<file path="src/rtl/core/lzd_pkg.sv">
// ----------------------------------------------------------------------------
// LZSS decompressor package
// Shared constants and the command and status bundles that pass between the
// controller and the datapath.
// ----------------------------------------------------------------------------
package lzd_pkg;

    localparam int WIN_AW = 12;

    localparam logic [WIN_AW:0]   WIN_SIZE   = 13'd4096;
    localparam logic [WIN_AW-1:0] REF_BIAS   = 12'h012;
    localparam logic [4:0]        LEN_BIAS   = 5'd3;
    localparam logic [3:0]        FLAG_COUNT = 4'd8;

    typedef struct packed {
        logic load_flags;
        logic shift_flags;
        logic load_ref_low;
        logic start_copy;
        logic emit_lit;
        logic emit_copy;
        logic emit_end;
        logic run_last;
        logic stream_end;
        logic clear;
    } t_cmd;

    typedef struct packed {
        logic flag_bit;
        logic cnt_last;
        logic out_free;
    } t_stat;

endpackage

</file>
<file path="src/rtl/core/lzd_ctrl.sv">
// ----------------------------------------------------------------------------
// LZSS decompressor controller
// Decodes the role of each incoming byte from the flag state and sequences
// reference copies one output byte per cycle while the output register is free.
// ----------------------------------------------------------------------------
module lzd_ctrl (
    input  logic          i_clk,
    input  logic          i_rst_n,
    input  logic          i_in_valid,
    input  logic          i_last_byte,
    output logic          o_in_ready,
    input  lzd_pkg::t_stat i_stat,
    output lzd_pkg::t_cmd  o_cmd
);
    import lzd_pkg::*;

    localparam logic ST_IDLE = 1'b0;
    localparam logic ST_COPY = 1'b1;

    logic       r_state, n_state;
    logic [3:0] r_flags_left, n_flags_left;
    logic       r_await, n_await;
    logic       r_last, n_last;
    logic       acc;

    always_comb begin
        o_cmd        = '0;
        n_state      = r_state;
        n_flags_left = r_flags_left;
        n_await      = r_await;
        n_last       = r_last;
        o_in_ready   = (r_state == ST_IDLE) && i_stat.out_free;
        acc          = i_in_valid && o_in_ready;

        unique case (r_state)
            ST_IDLE: begin
                if (acc) begin
                    if (r_flags_left == 4'd0) begin
                        o_cmd.load_flags = 1'b1;
                        n_flags_left     = FLAG_COUNT;
                    end else if (i_stat.flag_bit) begin
                        o_cmd.emit_lit    = 1'b1;
                        o_cmd.run_last    = 1'b1;
                        o_cmd.shift_flags = 1'b1;
                        n_flags_left      = r_flags_left - 4'd1;
                    end else if (!r_await) begin
                        o_cmd.load_ref_low = 1'b1;
                        n_await            = 1'b1;
                    end else begin
                        o_cmd.start_copy  = 1'b1;
                        o_cmd.shift_flags = 1'b1;
                        n_flags_left      = r_flags_left - 4'd1;
                        n_await           = 1'b0;
                        n_last            = i_last_byte;
                        n_state           = ST_COPY;
                    end
                    // The last byte drops any pending flags or half reference.
                    if (i_last_byte) begin
                        n_flags_left = 4'd0;
                        n_await      = 1'b0;
                        if (!o_cmd.start_copy) begin
                            o_cmd.clear      = 1'b1;
                            o_cmd.stream_end = 1'b1;
                            o_cmd.run_last   = 1'b1;
                            if (!o_cmd.emit_lit) begin
                                o_cmd.emit_end = 1'b1;
                            end
                        end
                    end
                end
            end
            ST_COPY: begin
                if (i_stat.out_free) begin
                    o_cmd.emit_copy = 1'b1;
                    if (i_stat.cnt_last) begin
                        o_cmd.run_last   = 1'b1;
                        o_cmd.stream_end = r_last;
                        o_cmd.clear      = r_last;
                        n_state          = ST_IDLE;
                    end
                end
            end
            default: begin
                n_state = ST_IDLE;
            end
        endcase
    end

    always_ff @(posedge i_clk) begin
        if (!i_rst_n) begin
            r_state      <= ST_IDLE;
            r_flags_left <= 4'd0;
            r_await      <= 1'b0;
            r_last       <= 1'b0;
        end else begin
            r_state      <= n_state;
            r_flags_left <= n_flags_left;
            r_await      <= n_await;
            r_last       <= n_last;
        end
    end

endmodule

</file>
<file path="config.mk">
export PLATFORM = sky130hd
export DESIGN_NAME = lzd_ctrl
export DESIGN_NICKNAME = d
export VERILOG_FILES = /design/src/rtl/core/lzd_pkg.sv /design/src/rtl/core/lzd_ctrl.sv
export SDC_FILE = /design/constraint.sdc
export NUM_CORES = 1
export LEC_CHECK = 0
export BUFFER_PORTS_ARGS = -buffer_cell sky130_fd_sc_hd__buf_2
export CORE_ASPECT_RATIO = 1.1
export CORE_MARGIN = 10
export CORE_UTILIZATION = 25
export DETAILED_ROUTE_END_ITERATION = 6
export SYNTH_ARGS = -nofsm -noshare
export SYNTH_HDL_FRONTEND = slang
export SYNTH_SLANG_ARGS = --single-unit
</file>
<file path="constraint.sdc">
create_clock -name i_clk -period 3.8 [get_ports i_clk]
set_input_delay 0.38 -clock i_clk [delete_from_list [all_inputs] [get_ports i_clk]]
set_output_delay 0.38 -clock i_clk [all_outputs]
set_load 0.1 [all_outputs]
</file>
==> results of run 1 <==
## synthesized netlist by cell type (all sizes together)
library cell,n
nor3b,2
o21ai,1
dfxtp,7
nand3b,1
nor2b,4
a22oi,1
clkbuf,2
mux2i,1
nor3,4
a211oi,1
nand2,9
nor2,4
inv,3
a21oi,2
ha,2
nor4b,2
or3b,1
o21bai,1
a22o,1
o22ai,3
o31a,1
buf,2
a21boi,1
a32o,2
o21a,2
and3,2
and2,1
o211a,1
## final cells by class
| cell class | instances | area [µm²] | share of cell area |
|---|---|---|---|
| multi-input cells | 50 | 361.6 | 0.5484 |
| flip-flops and latches | 7 | 140.1 | 0.2125 |
| repair buffers | 17 | 85.08 | 0.1290 |
| well taps | 28 | 35.03 | 0.05313 |
| clock buffers | 4 | 26.28 | 0.03985 |
| inverters | 3 | 11.26 | 0.01708 |
## registers in the layout (all words and copies together), names as in the netlist
name	count
r_flags_left	4
r_await	1
r_last	1
r_state	1
## final timing paths
| check | to | start | slack (ns) |
|---|---|---|---|
| worst max-delay path | o_cmd[1] | r_flags_left[0] | 1.27 |
| worst min-delay path | r_state | i_rst_n | 0.43 |
| worst max register to register | r_last | r_flags_left[0] | 2.15 |
| worst min register to register | r_flags_left[1] | r_flags_left[1] | 0.49 |
## worst max-delay path, stage by stage (launching register included)
cell	delay, ns
dfxtp_1	0.33
inv_1	0.10
ha_1	0.19
nor3b_1	0.47
nor2_1	0.11
nand2_1	0.09
a32o_1	0.18
buf_2	0.43
## cell families after synthesis
family,count (synthesis),share of synthesized area
AO/OA/AOI/OAI,17,0.2623
adder cells (fa/ha/maj),2,0.04683
buffers and inverters,7,0.06087
flip-flops,7,0.2623
multiplexers,1,0.01874
AND/OR/NAND/NOR,30,0.3489
## power by group through the flow
stage          Sequential (mW)  Combinational [mW]  Clock [mW]
2_1_floorplan           0.0775              0.0492           0
3_3_place_gp            0.0779              0.0590           0
3_5_place_dp            0.0779              0.0592           0
4_1_cts                 0.0765              0.0595      0.0683
5_1_grt                 0.0768              0.0630      0.0740
6_report                0.0766              0.0590      0.0651
## through the flow
| stage | instance area [µm²] | worst slack [ns] | hold WS (ns) | std cells | utilization |
|---|---|---|---|---|---|
| 4_1_cts | 659.4 | 1.256 | 0.4295 | 109 | 0.3263 |
| 3_5_place_dp | 633.1 | 1.549 | 0.4834 | 105 | 0.3133 |
| 6_report | 659.4 | 1.270 | 0.4318 | 109 | 0.3263 |
| 2_1_floorplan | 534.3 | 0.3572 | 0.4359 | 64 | - |
| 5_1_grt | 659.4 | 1.036 | 0.4371 | 109 | 0.3263 |
| 3_3_place_gp | 633.1 | 1.586 | 0.4581 | 105 | 0.3133 |
## metal layers
| layer | vias up | GRT usage | wire length, µm |
|---|---|---|---|
| met3 | 5 | 0.02284 | 101 |
| met1 | 230 | 0.06697 | 549 |
| met5 | - | 0 | 0 |
| met4 | 0 | 0.06557 | 48 |
| met2 | 22 | 0.09328 | 595 |
| li1 | 267 | - | - |
## cell usage in the layout (no fill, tap or decap)
cell type	synthesis	layout
or3b_1	1	1
nor2b_1	4	4
nand2_1	9	9
dfxtp_1	7	7
a21oi_4	1	1
nand3b_4	1	1
a211oi_1	1	1
and3_1	1	1
ha_1	2	2
nor4b_1	1	1
buf_2	1	17
mux2i_1	1	1
nor2_1	4	4
clkbuf_1	1	1
and3_2	1	1
a21boi_0	1	1
inv_1	3	3
o22ai_1	3	3
a32o_1	2	2
o31a_2	1	1
clkbuf_4	0	3
o21bai_1	1	1
o211a_1	1	1
nor3b_1	1	1
nor4b_2	1	1
o21ai_0	1	1
and2_1	1	1
nor3b_2	1	1
o21a_1	2	2
nor3_1	4	4
a21oi_1	1	1
a22oi_1	1	1
a22o_2	1	1
==> results.sh, run 1 <==
export IMPL_clockRootBuffer="clkbuf_4"
export IMPL_clk_pin_slew_ns=0.05
export IMPL_syn_cell_area_um2=534.3
export IMPL_final_hold_violation_count=0
export IMPL_dieArea_um2=4388
export IMPL_hpwl_um=1041
export IMPL_num_vias=524
export IMPL_fillers=231
export IMPL_power_density_nw_per_um2=304.3
export IMPL_grt_max_degree=10
export IMPL_syn_inst=64
export IMPL_yosysWarnings=0
export IMPL_reg2reg_depth=6
export IMPL_place_congestion=0.7540
export IMPL_post_cts_buffers=0
export IMPL_setup_tns_ns=0
export IMPL_relSlewSlack=0.6460
export IMPL_die_x_um=64.08
export IMPL_maxCapViolations=0
export IMPL_io_buffers=17
export IMPL_period_needed_ns=2.530
export IMPL_p_int_mw=0.1285
export IMPL_status="finished clean"
export IMPL_io_pins=18
export IMPL_cts_hold_buf=0
export IMPL_clkSinkCount=7
export IMPL_numCtsBuffers=3
export IMPL_worstMarginPinSlew_ns=0.5299
export IMPL_hp_class="in2reg"
export IMPL_cts_resized_gates=0
export IMPL_ant_nets=0
export IMPL_dr_pass1_iters=4
export IMPL_avgViaCountPerCell=4.807
export IMPL_cts_tree="yes"
export IMPL_grt_use_total=0.06282
export IMPL_combPwrFrac=0.294
export IMPL_area_growth_syn_to_layout_pct=23.42
export IMPL_syn_nets=73
export IMPL_clock_path_buffers=2
export IMPL_synth_top_cell_area_share=0.2623
export IMPL_grt_ovfl_total=0
export IMPL_yosysSeqAreaShare=0.2623
export IMPL_synthTopCellsByArea="dfxtp_1 (26%), nand2_1 (6.3%), ha_1 (4.7%), nor2b_1 (4.7%), a32o_1 (3.7%)"
export IMPL_path_class="reg2out"
export IMPL_die_h_um=68.49
export IMPL_synth_top_cell_by_area="dfxtp_1"
export IMPL_ys_seq_elements=7
export IMPL_wirelength_um=1294
export IMPL_cp_arrival_ns=2.15
export IMPL_start_util=0.2644
export IMPL_p_switching_mw=0.07217
export IMPL_clk_latency_ns=0.25
export IMPL_setup_violations=0
export IMPL_p_seq_frac=0.382
export IMPL_grt_pass1_wl_um=2152
export IMPL_final_max_slew_viol_count=0
export IMPL_finalPower_mw=0.2006
export IMPL_ir_drop_uv=96.87
export IMPL_num_rows=17
export IMPL_h_tree_depth=1
export IMPL_route_detailed_drc=0
export IMPL_rsz0062_at_grt="no"
export IMPL_wl_per_cell_um=11.87
export IMPL_drt_iter0_drc=14
export IMPL_synthDistinctLibCells=34
export IMPL_p_leak_nw=0.2852
export IMPL_layout_drive_gt1_share=0.3333
export IMPL_clockPowerShare=0.324
export IMPL_worst_setup_path_start_kind="flip-flop"
export IMPL_postSynthAreaPerCell_um2=8.348
export IMPL_nets=91
export IMPL_max_freq_mhz=395.3
export IMPL_end_kind="primary output"
export IMPL_whs_path_depth=2
export IMPL_required_ns=3.42
export IMPL_path_max_fanout=4
export IMPL_clock_skew_ns=0.001278
export IMPL_antenna_found_initial=0
export IMPL_switching_share=0.3597
export IMPL_grt_pass1_vias=502
export IMPL_antennaDiodeCount=0
export IMPL_finalCritPeriodShare=0.6657
export IMPL_coreArea_um2=2021
Power figures use the tool's default switching activity.
==> inputs of run 2 (changes only) <==
==> constraint.sdc (replaced) <==
create_clock -name i_clk -period 2.61 [get_ports i_clk]
set_input_delay 0.261 -clock i_clk [delete_from_list [all_inputs] [get_ports i_clk]]
set_output_delay 0.261 -clock i_clk [all_outputs]
set_load 0.1 [all_outputs]
==> results.sh, run 2 (synthesized netlist as in run 1, its figures left out) <==
export IMPL_die_x_um=64.08
export IMPL_final_cell_mix="buf_2 (17), nand2_1 (9), dfxtp_1 (7)"
export IMPL_clock_skew_ns=0.002323
export IMPL_nets=91
export IMPL_avgViaCountPerCell=4.688
export IMPL_period_needed_ns=2.361
export IMPL_grt_use_total=0.06216
export IMPL_hpwl_um=1072
export IMPL_cp_arrival_ns=2.10
export IMPL_num_rows=17
export IMPL_numCtsBuffers=3
export IMPL_multi_input_area_um2=390.4
export IMPL_path_max_fanout=6
export IMPL_cts_tree="yes"
export IMPL_required_ns=2.35
export IMPL_utilization=0.3412
export IMPL_worst_setup_path_start_kind="flip-flop"
export IMPL_crit_path_start="r_flags_left[0]"
export IMPL_post_cts_buffers=0
export IMPL_place_congestion=0.7272
export IMPL_dp_cells=105
export IMPL_grt_ovfl_total=0
export IMPL_ir_drop_uv=181.1
export IMPL_worstMarginPinSlew_ns=0.4940
export IMPL_relSlewSlack=0.6730
export IMPL_place_ws_ns=0.3451
export IMPL_wl_per_cell_um=12.17
export IMPL_setup_violations=0
export IMPL_grt_pass1_wl_um=2132
export IMPL_hp_class="in2reg"
export IMPL_setup_ws_ns=0.2486
export IMPL_finalCritPeriodShare=0.9047
export IMPL_antenna_found_initial=0
export IMPL_final_hold_violation_count=0
export IMPL_clk_latency_ns=0.26
export IMPL_final_seq_area_um2=140.1
export IMPL_max_freq_mhz=423.5
export IMPL_status="finished clean"
export IMPL_route_detailed_drc=0
export IMPL_fillers=216
export IMPL_final_max_slew_viol_count=0
export IMPL_end_kind="primary output"
export IMPL_h_tree_depth=1
export IMPL_dr_pass1_iters=4
export IMPL_wirelength_um=1326
export IMPL_r2r_start="r_flags_left[0]"
export IMPL_clkSinkCount=7
export IMPL_final_cells=109
export IMPL_num_vias=511
export IMPL_dieArea_um2=4388
export IMPL_layout_commonest_cell="buf_2"
export IMPL_largest_reg_flops=4
export IMPL_io_pins=18
export IMPL_area_growth_syn_to_layout_pct=29.04
export IMPL_clockRootBuffer="clkbuf_4"
export IMPL_path_class="reg2out"
export IMPL_io_buffers=17
export IMPL_maxCapViolations=0
export IMPL_coreArea_um2=2021
export IMPL_setup_tns_ns=0
export IMPL_cts_hold_buf=0
export IMPL_p_leak_nw=0.3101
export IMPL_ant_nets=0
export IMPL_drt_iter0_drc=10
export IMPL_layout_drive_gt1_share=0.4074
export IMPL_clk_pin_slew_ns=0.06
export IMPL_grt_pass1_vias=490
export IMPL_power_density_nw_per_um2=440.2
export IMPL_die_h_um=68.49
export IMPL_grt_max_degree=10
export IMPL_hold_start="i_rst_n"
export IMPL_antennaDiodeCount=0
export IMPL_clock_path_buffers=2
export IMPL_rsz0062_at_grt="no"
export IMPL_start_util=0.2644
export IMPL_top_register="r_flags_left"
run 2: cell types whose count changed in the layout (fill, tap and decap cells not counted), sizes merged:
| cell | before | now |
|---|---|---|
| clkbuf | 4 | 3 |
| clkinv | 0 | 1 |
run 2: worst max-delay path, stage by stage (launching register included):
cell and delay (ns):
dfxtp_1 0.33, inv_1 0.10, ha_1 0.20, or3b_1 0.48, nand2_1 0.11, a22oi_1 0.07
o21bai_2 0.11, buf_2 0.43
run 2: area by class of cell:
| type | instances | share of cell area |
|---|---|---|
| multi-input cells | 50 | 0.5662 |
| flip-flops and latches | 7 | 0.2033 |
| repair buffers | 17 | 0.1234 |
| well taps | 28 | 0.05082 |
| clock buffers | 3 | 0.03267 |
| inverters | 3 | 0.01633 |
| clock inverters | 1 | 0.007260 |
run 2: worst paths after layout:
check	end	slack, ns	depth (start not counted)
hold / removal	r_state	0.30	2
setup / recovery	o_cmd[2]	0.25	7
setup reg to reg	r_flags_left[3]	0.97	6
hold reg to reg	r_flags_left[0]	0.48	1
run 2: power by group:
part | internal (mW) | switching [mW]
Combinational | 0.0211 | 0.0683
Clock | 0.0563 | 0.0462
Sequential | 0.109 | 0.00293
run 2: per-layer routing:
metal / vias up / routed length [µm] / GRT usage
li1: 266 / - / -
met1: 233 / 547 / 0.05877
met2: 10 / 656 / 0.1082
met3: 2 / 114 / 0.04241
met4: 0 / 8 / 0.01913
met5: - / 0 / 0
run 2: repair_timing:
item / CTS / global route
resized for setup: 0 / 1
endpoints found under the hold margin: 0 / 0
setup endpoints to repair: 0 / 2
run 2: metrics by stage:
step,hold WS [ns],total power [mW],area [µm²]
after global placement,0.4580,0.2024,656.9
after CTS,0.3019,0.3083,684.4
after floorplan,0.4359,0.1869,558.0
final,0.3016,0.3035,689.4
after global routing,0.3027,0.3222,689.4
after detailed placement,0.4693,0.2032,656.9
==> inputs of run 3 (changes only) <==
--- a/config.mk
+++ b/config.mk
@@ -5,6 +5,7 @@
 export SDC_FILE = /design/constraint.sdc
 export NUM_CORES = 1
 export LEC_CHECK = 0
+export ABC_AREA = 1
 export BUFFER_PORTS_ARGS = -buffer_cell sky130_fd_sc_hd__buf_2
 export CORE_ASPECT_RATIO = 1.1
 export CORE_MARGIN = 10
==> results.sh, run 3 <==
export IMPL_wirelength_um=1399
export IMPL_critPathMostFrequentCell="nand2_1"
export IMPL_path_max_fanout=7
export IMPL_grt_max_degree=8
export IMPL_largest_reg_flops=4
export IMPL_syn_nets=95
export IMPL_maxCapViolations=0
export IMPL_whs_path_depth=3
export IMPL_syn_inst=86
export IMPL_crit_family="buffers and inverters"
export IMPL_setup_violations=0
export IMPL_clock_path_buffers=2
export IMPL_design_area_um2=735.7
export IMPL_power_density_nw_per_um2=502.7
export IMPL_reg2reg_depth=9
export IMPL_top_register="r_flags_left"
export IMPL_clkSinkCount=7
export IMPL_period_needed_ns=2.122
export IMPL_path_depth=9
export IMPL_p_leak_nw=0.3708
export IMPL_nets=116
export IMPL_utilization=0.3300
export IMPL_area_growth_syn_to_layout_pct=27.27
export IMPL_antennaDiodeCount=0
export IMPL_hp_class="in2reg"
export IMPL_rsz0062_at_grt="no"
export IMPL_yosysMostFrequentCell="nand2_1"
export IMPL_dr_pass1_iters=4
export IMPL_clk_latency_ns=0.26
export IMPL_h_tree_depth=1
export IMPL_clockRootBuffer="clkbuf_4"
export IMPL_synth_ff_type="dfxtp_1"
export IMPL_final_hold_violation_count=0
export IMPL_io_pins=18
export IMPL_antenna_found_initial=0
export IMPL_yosysWarnings=0
export IMPL_finalCritPeriodShare=0.8130
export IMPL_clk_pin_slew_ns=0.06
export IMPL_num_rows=18
export IMPL_ant_nets=0
export IMPL_synth_common_cells="nand2_1 (19), inv_1 (11), nand3_1 (9)"
export IMPL_wl_per_cell_um=10.29
export IMPL_slowest_delay_ns=0.44
export IMPL_place_ws_ns=0.7672
export IMPL_fillers=245
export IMPL_final_seq_area_um2=140.1
export IMPL_end_kind="primary output"
export IMPL_io_buffers=17
export IMPL_ir_drop_uv=168.4
export IMPL_grt_pass1_vias=585
export IMPL_final_cell_mix="nand2_1 (19), buf_2 (17), inv_1 (11)"
export IMPL_cts_hold_buf=0
export IMPL_path_class="reg2out"
export IMPL_finalPower_mw=0.3699
export IMPL_synth_edf_count=0
export IMPL_numCtsBuffers=3
export IMPL_clock_skew_ns=0.007656
export IMPL_syn_cell_area_um2=578.1
export IMPL_grtUsageMet2=0.1022
export IMPL_ys_seq_elements=7
export IMPL_synthDistinctLibCells=19
export IMPL_cts_tree="yes"
export IMPL_die_x_um=65.85
export IMPL_start_util=0.2593
export IMPL_die_h_um=70.43
export IMPL_crit_chain="inv_1, ha_1, nand2_2, nor2_8, nor2_4, nand2_1, nand2_1, o22ai_2, buf_2"
export IMPL_hpwl_um=1199
export IMPL_grt_use_total=0.06902
export IMPL_slowest_stage="buf_2"
export IMPL_setup_ws_ns=0.4880
export IMPL_layout_commonest_cell="nand2_1"
export IMPL_multi_input_area_um2=386.6
export IMPL_coreArea_um2=2230
export IMPL_critical_path_buf_inv_count=2
export IMPL_relSlewSlack=0.6741
export IMPL_cp_arrival_ns=1.86
export IMPL_placed_cell_area_um2=709.4
export IMPL_synth_top_cell_by_area="dfxtp_1"
export IMPL_postSynthAreaPerCell_um2=6.722
export IMPL_layout_drive_gt1_share=0.3962
export IMPL_final_max_slew_viol_count=0
export IMPL_num_vias=579
export IMPL_synthTopCellsByArea="dfxtp_1 (24%), nand2_1 (12%), nand3_1 (7.8%), inv_1 (7.1%), nor2_8 (6.9%)"
export IMPL_place_congestion=0.7582
export IMPL_grt_met3_usage=0.04306
export IMPL_required_ns=2.35
export IMPL_synth_top_cell_area_share=0.2424
export IMPL_grt_ovfl_total=0
export IMPL_max_freq_mhz=471.3
export IMPL_status="finished clean"
export IMPL_worstMarginPinSlew_ns=0.4923
export IMPL_cts_resized_gates=0
export IMPL_route_detailed_drc=0
export IMPL_worst_setup_path_start_kind="flip-flop"
export IMPL_grt_pass1_wl_um=2559
export IMPL_post_cts_buffers=0
export IMPL_avgViaCountPerCell=4.257
export IMPL_busiest_layer="met2"
export IMPL_yosysSeqAreaShare=0.2424
export IMPL_gr_usage_met1=0.07348
export IMPL_async_flop_share=0
export IMPL_drt_iter0_drc=24
export IMPL_dieArea_um2=4637
==> run 3: where the power goes <==
group	switching (mW)	total, mW	internal (mW)	leakage [nW]
combinational	0.113	0.149	0.0361	0.299
sequential	0.00608	0.118	0.112	0.0568
clock	0.0445	0.103	0.0586	0.0150
==> run 3: final timing paths <==
path / start / endpoint / slack (ns)
worst max-delay path: r_flags_left[0] / o_cmd[2] / 0.49
worst min-delay path: i_rst_n / r_flags_left[2] / 0.29
worst max register to register: r_flags_left[0] / r_flags_left[0] / 1.21
worst min register to register: r_last / r_last / 0.49
==> run 3: cell families after synthesis <==
| kind of cell | count (synthesis) | synth area share |
|---|---|---|
| fa+ha+maj | 2 | 0.04328 |
| compound gates | 11 | 0.1104 |
| flops | 7 | 0.2424 |
| buf+inv | 17 | 0.1169 |
| simple gates | 49 | 0.4870 |
==> run 3: area by class of cell <==
class / instances / area share
clock buffers: 4 / 0.03571
inverters: 16 / 0.08163
well taps: 30 / 0.05102
multi-input cells: 62 / 0.5255
repair buffers: 17 / 0.1156
flip-flops and latches: 7 / 0.1905
==> run 3: routing by layer <==
layer / part of all wire / routed length (µm)
met1: 0.42 / 587
met2: 0.43 / 595
met3: 0.14 / 193
met4: 0.016 / 22
met5: 0 / 0
==> run 3: stage by stage <==
step                TNS, ns  instances  hold slack (ns)
floorplan           -0.4220         86           0.3971
detailed placement        0        132           0.4832
finish                    0        136           0.2854
CTS                       0        136           0.2806
global route              0        136           0.2853
global placement          0        132           0.4746
==> run 3: tightest hold or removal path: stages <==
cell	delay, ns
buf_2	0.13
nand2_1	0.08
a21oi_2	0.03
